### src/tvdt_pkg.sv
// Shared types and fixed-point widths for the two-view depth triangulation block.
// Used by every module under src; depends on nothing.
`default_nettype none
package tvdt_pkg;

  localparam int QW      = 16;   // quaternion, Q1.14
  localparam int TW      = 24;   // translation, Q12.12
  localparam int BW      = 20;   // bearings, Q4.16
  localparam int DMW     = 32;   // det_min
  localparam int CFG_W   = 32;   // config data port
  localparam int CFG_IW  = 3;    // config index port
  localparam int DEPTH_W = 24;   // depth result, Q12.12

  localparam int ROT_W  = 35;    // rotation entries, Q.28
  localparam int PR_W   = ROT_W + BW;
  localparam int RF_W   = 57;    // R*f row sums, Q.44
  localparam int A_W    = 28;    // rotated bearing, Q.16
  localparam int SUM_W  = 56;    // aa, ab, bb, a.t, b.t
  localparam int MUL_W  = SUM_W;
  localparam int PROD_W = 2 * MUL_W;
  localparam int DET_W  = PROD_W + 1;
  localparam int REM_W  = DET_W + 16;
  localparam int DIV_W  = DET_W + DEPTH_W;

  localparam int Q_DEPTH = 4;
  localparam int Q_AW    = $clog2(Q_DEPTH);

  localparam logic signed [ROT_W-1:0] ONE_Q28   = ROT_W'(64'sd268435456);
  localparam logic signed [RF_W-1:0]  ROUND_Q28 = RF_W'(64'sd134217728);

  typedef enum logic [CFG_IW-1:0] {
    CFG_QUAT_W  = 3'd0,
    CFG_QUAT_X  = 3'd1,
    CFG_QUAT_Y  = 3'd2,
    CFG_QUAT_Z  = 3'd3,
    CFG_TRANS_X = 3'd4,
    CFG_TRANS_Y = 3'd5,
    CFG_TRANS_Z = 3'd6,
    CFG_DET_MIN = 3'd7
  } cfg_idx_t;

  typedef struct packed {
    logic signed [QW-1:0] qw;
    logic signed [QW-1:0] qx;
    logic signed [QW-1:0] qy;
    logic signed [QW-1:0] qz;
    logic signed [TW-1:0] tx;
    logic signed [TW-1:0] ty;
    logic signed [TW-1:0] tz;
    logic [DMW-1:0]       det_min;
  } tvdt_cfg_t;

  // Word passed from the front pipeline to the divider.
  typedef struct packed {
    logic             ok;
    logic [DET_W-1:0] det;
    logic [REM_W-1:0] rem;
  } tvdt_job_t;

endpackage
`default_nettype wire

### src/tvdt_queue.sv
// Short queue of classified words between the front pipeline and the divider.
// Depends on tvdt_pkg.
`default_nettype none
module tvdt_queue (
  input  wire logic                clk,
  input  wire logic                rst,
  input  wire logic                push,
  input  wire tvdt_pkg::tvdt_job_t din,
  input  wire logic                pop,
  output tvdt_pkg::tvdt_job_t      dout,
  output logic                     empty,
  output logic                     full
);
  import tvdt_pkg::*;

  tvdt_job_t        mem [Q_DEPTH];
  logic [Q_AW-1:0]  wr_ptr, rd_ptr;
  logic [Q_AW:0]    count;

  assign empty = (count == '0);
  assign full  = (count == (Q_AW+1)'(Q_DEPTH));
  assign dout  = mem[rd_ptr];

  always_ff @(posedge clk) begin
    if (rst) begin
      wr_ptr <= '0;
      rd_ptr <= '0;
      count  <= '0;
    end else begin
      if (push) begin
        wr_ptr <= wr_ptr + 1'b1;
      end
      if (pop) begin
        rd_ptr <= rd_ptr + 1'b1;
      end
      count <= count + (Q_AW+1)'(push) - (Q_AW+1)'(pop);
    end
  end

  always_ff @(posedge clk) begin
    if (push) begin
      mem[wr_ptr] <= din;
    end
  end

endmodule
`default_nettype wire

### config.mk
export PLATFORM = sky130hd
export DESIGN_NAME = tvdt_queue
export DESIGN_NICKNAME = d
export VERILOG_FILES = /design/src/tvdt_pkg.sv /design/src/tvdt_queue.sv
export SDC_FILE = /design/constraint.sdc
export NUM_CORES = 1
export LEC_CHECK = 0
export BUFFER_PORTS_ARGS = -buffer_cell sky130_fd_sc_hd__buf_2
export CAP_MARGIN = 5
export CORE_ASPECT_RATIO = 0.9
export CORE_MARGIN = 2
export CORE_UTILIZATION = 46
export CTS_CLUSTER_DIAMETER = 120
export DETAILED_ROUTE_END_ITERATION = 12
export GPL_TIMING_DRIVEN = 1
export PLACE_DENSITY = 0.66
export SETUP_SLACK_MARGIN = 0.1
export SLEW_MARGIN = 20
export SYNTH_ARGS = -nofsm -noshare
export SYNTH_HDL_FRONTEND = slang
export SYNTH_SLANG_ARGS = --single-unit
export TNS_END_PERCENT = 10
### constraint.sdc
create_clock -name clk -period 10.6 [get_ports clk]
set_clock_uncertainty 0.05 [all_clocks]
set_input_delay 2.12 -clock clk [delete_from_list [all_inputs] [get_ports clk]]
set_output_delay 2.12 -clock clk [all_outputs]
set_load 0.05 [all_outputs]
==> parameters.txt <==
Parameter                              Value

Status
  Result of the run    finished clean

Routing
  Router iterations before antenna repair    5
  Vias per Instance    5.32
  Wire per inst    23.6 um
  Routed wire length    70500 um
  Antenna-violating nets left    0
  DRC violation total after the first TritonRoute iteration    1331
  Via Count    15900
  Total DRC errors in the routed layout    0

Critical path
  Sort of element at the end of the critical path    primary output
  Critical path, cell by cell    buf_4 > buf_12 > mux4_2 > buf_2
  Arrival time at the worst endpoint    3.86 ns
  Critical path's slowest cell    dfxtp_4
  Critical Path Fanout Max    92
  Nature of the critical path startpoint    flip-flop
  Req. time, crit path    8.43 ns
  Crit-path max cell delay    0.86 ns
  Kind of critical path    reg2out

Synth
  Proportion of synthesized chip area in sequential cells    0.828
  Share of synthesized registers carrying an async set or reset    0
  Number of warning messages in the yosys log    0
  Cell variety after synth    20
  Flop and latch count out of synthesis    981
  Area of the mapped netlist    0.0355 mm2
  Number of instances in the synthesized netlist    1311
  EDFF count, synth    972
  Most used flip-flop cell after synthesis    edfxtp_1
  Synth Area per Inst    27.1 um2
  Syn_nets    1565

Job
  Count of max-cap constraint violations    0

Global routing
  Pin count of the biggest net entering global routing    130
  Total Routing Usage GR    0.176
  Met2 usage    0.284
  Met1 demand-to-capacity share in global routing    0.229
  Most utilized layer in the global route result    met2
  Met3 demand-to-capacity share in global routing    0.0570
  Initial antenna violation count    23
  Global-route wire length before repair    105000 um
  Remaining global-route overflow    0
  Via count of the first global-routing pass    16800

Timing
  Fraction of the cycle the final worst path needs    0.569
  Post-route minimum period    6.03 ns
  Final number of hold-violating endpoints    0
  Final setup violation count    0
  Final Hold Slack    0.485 ns
  Slew at the pin closest to its max-slew limit    1.06 ns
  Unrepaired setup endpoints after global routing    no
  Peak Freq    0.166 GHz
  Number of max-slew violations in the final report    0
  Fin worst setup slack    4.57 ns
  Sum of negative setup slack    0 ns
  Slew Limit Headroom    0.296

Hold path
  Class of the tightest hold or removal check    reg2reg

Placed design
  Number of buffer cells added on primary ports    491
  Hpwl dp    42600 um
  Routability-driven placement congestion ratio    0.758
  Worst-case setup slack after placement    5.12 ns
  Placed cell count    2793

Finish
  Ratio of cells with drive above 1 in the final layout    0.465
  Final layout net count    2116
  Syn-to-layout area delta    19.1%
  Final non-filler cell total    2983

Clock network
  Worst skew pair latency    0.63 ns
  Clock Root Buffer    clkbuf_16
  CTS Buf Count    95
  Count of cells resized by post-cts repair    0
  Clock transition at the register clock pins on the worst setup and hold paths after CTS    0.06 ns
  H-tree depth    3
  Post-CTS setup buffer count    0
  CTS tree    built
  Maximum buffer depth of the clock tree    3
  Clock sink count    981
  Hold-fix buffers, CTS    0

Power
  Reported leakage power    14.1 nW
  Worst voltage drop across the vdd grid    169 uV
  Total power per unit cell area    215 mW/mm2
  Post-layout total power    9.10 mW

Floorplan
  Core Rows    96
  Die Span X    297 um
  Core region area    0.0763 mm2
  Starting density of the core    0.465
  Die Y-Extent    267 um
  Number of I/O pins    492
  Die area    0.0794 mm2
==> power by group <==
part | total [mW] | internal [mW] | switching [mW]
logic | 1.21 | 0.350 | 0.856
clock network | 3.38 | 1.98 | 1.40
registers | 4.52 | 4.46 | 0.0527
==> per-layer routing <==
metal  part of all wire  up-vias  wire length, um
li1                   -     6845                -
met1               0.39     8283            27600
met2               0.50      581            35000
met3              0.090      127             6350
met4              0.022       22             1530
met5             0.0018        -              129
==> Yosys cell counts (2+ instances only) <==
library cell    n  area, um2
edfxtp_1      972      29200
mux4_2        243       5470
buf_2          27        135
buf_6          19        214
dfxtp_1         9        180
clkbuf_1        8       30.0
ha_1            6       75.1
inv_1           6       22.5
nor2_1          5       18.8
and2_1          4       25.0
nor2b_1         2       12.5
xnor2_1         2       17.5
==> cell families after synthesis <==
| kind of cell | after synthesis | share of synthesized area |
|---|---|---|
| mux | 244 | 0.155 |
| fa+ha+maj | 7 | 0.00268 |
| flops | 981 | 0.828 |
| buf+inv | 60 | 0.0113 |
| xor+xnor | 3 | 0.00116 |
| simple gates | 14 | 0.00212 |
| compound gates | 2 | 0.000423 |
==> cell type report <==
| type | instances | area [um2] |
|---|---|---|
| clock buffers | 117 | 2460 |
| diodes | 13 | 32.5 |
| inverters | 6 | 22.5 |
| flip-flops and latches | 981 | 29400 |
| well taps | 1029 | 1290 |
| fillers | 5626 | 34000 |
| clock inverters | 59 | 683 |
| repair buffers | 508 | 2670 |
| multi-input cells | 270 | 5720 |
==> per-stage QoR <==
stage	util	area, um2
2_1_floorplan	-	35500
3_5_place_dp	0.512	39000
3_3_place_gp	0.512	39000
5_1_grt	0.554	42200
6_report	0.554	42200
4_1_cts	0.553	42200
==> critical path: cells and delay by family, from the launching register on <==
family	cells	cell delay (ns)
DFF	1	0.86
muxes	1	0.62
buffers and inverters	3	1.45
==> flip-flops by register name, summed over array words and instances, names as in the netlist, named ones only <==
name / count
wr_ptr: 2
mem: 972
rd_ptr: 2
count: 3
==> final timing paths <==
check	start	to	slack (ns)	cells past startpoint
setup / recovery	flip-flop	dout[89]	4.57	4
hold / removal	rd_ptr[1]$_SDFFE_PP0P_	flip-flop	0.48	2
setup reg to reg	wr_ptr[0]$_SDFFE_PP0P_	mem[0][71]$_DFFE_PP_	7.42	5
hold reg to reg	rd_ptr[1]$_SDFFE_PP0P_	flip-flop	0.48	2
==> cell usage in the layout (no fill, tap or decap), drive strengths merged <==
cell	count
a21bo	1
a21oi	1
and2	4
and3	1
buf	508
bufinv	13
clkbuf	117
clkinv	37
clkinvlp	4
dfxtp	9
diode	13
edfxtp	972
fa	1
ha	6
inv	11
mux2i	1
mux4	243
nand3b	1
nor2	5
nor2b	2
nor3	1
xnor2	2
xor3	1
Note: power is estimated with default switching activity, not from simulation.
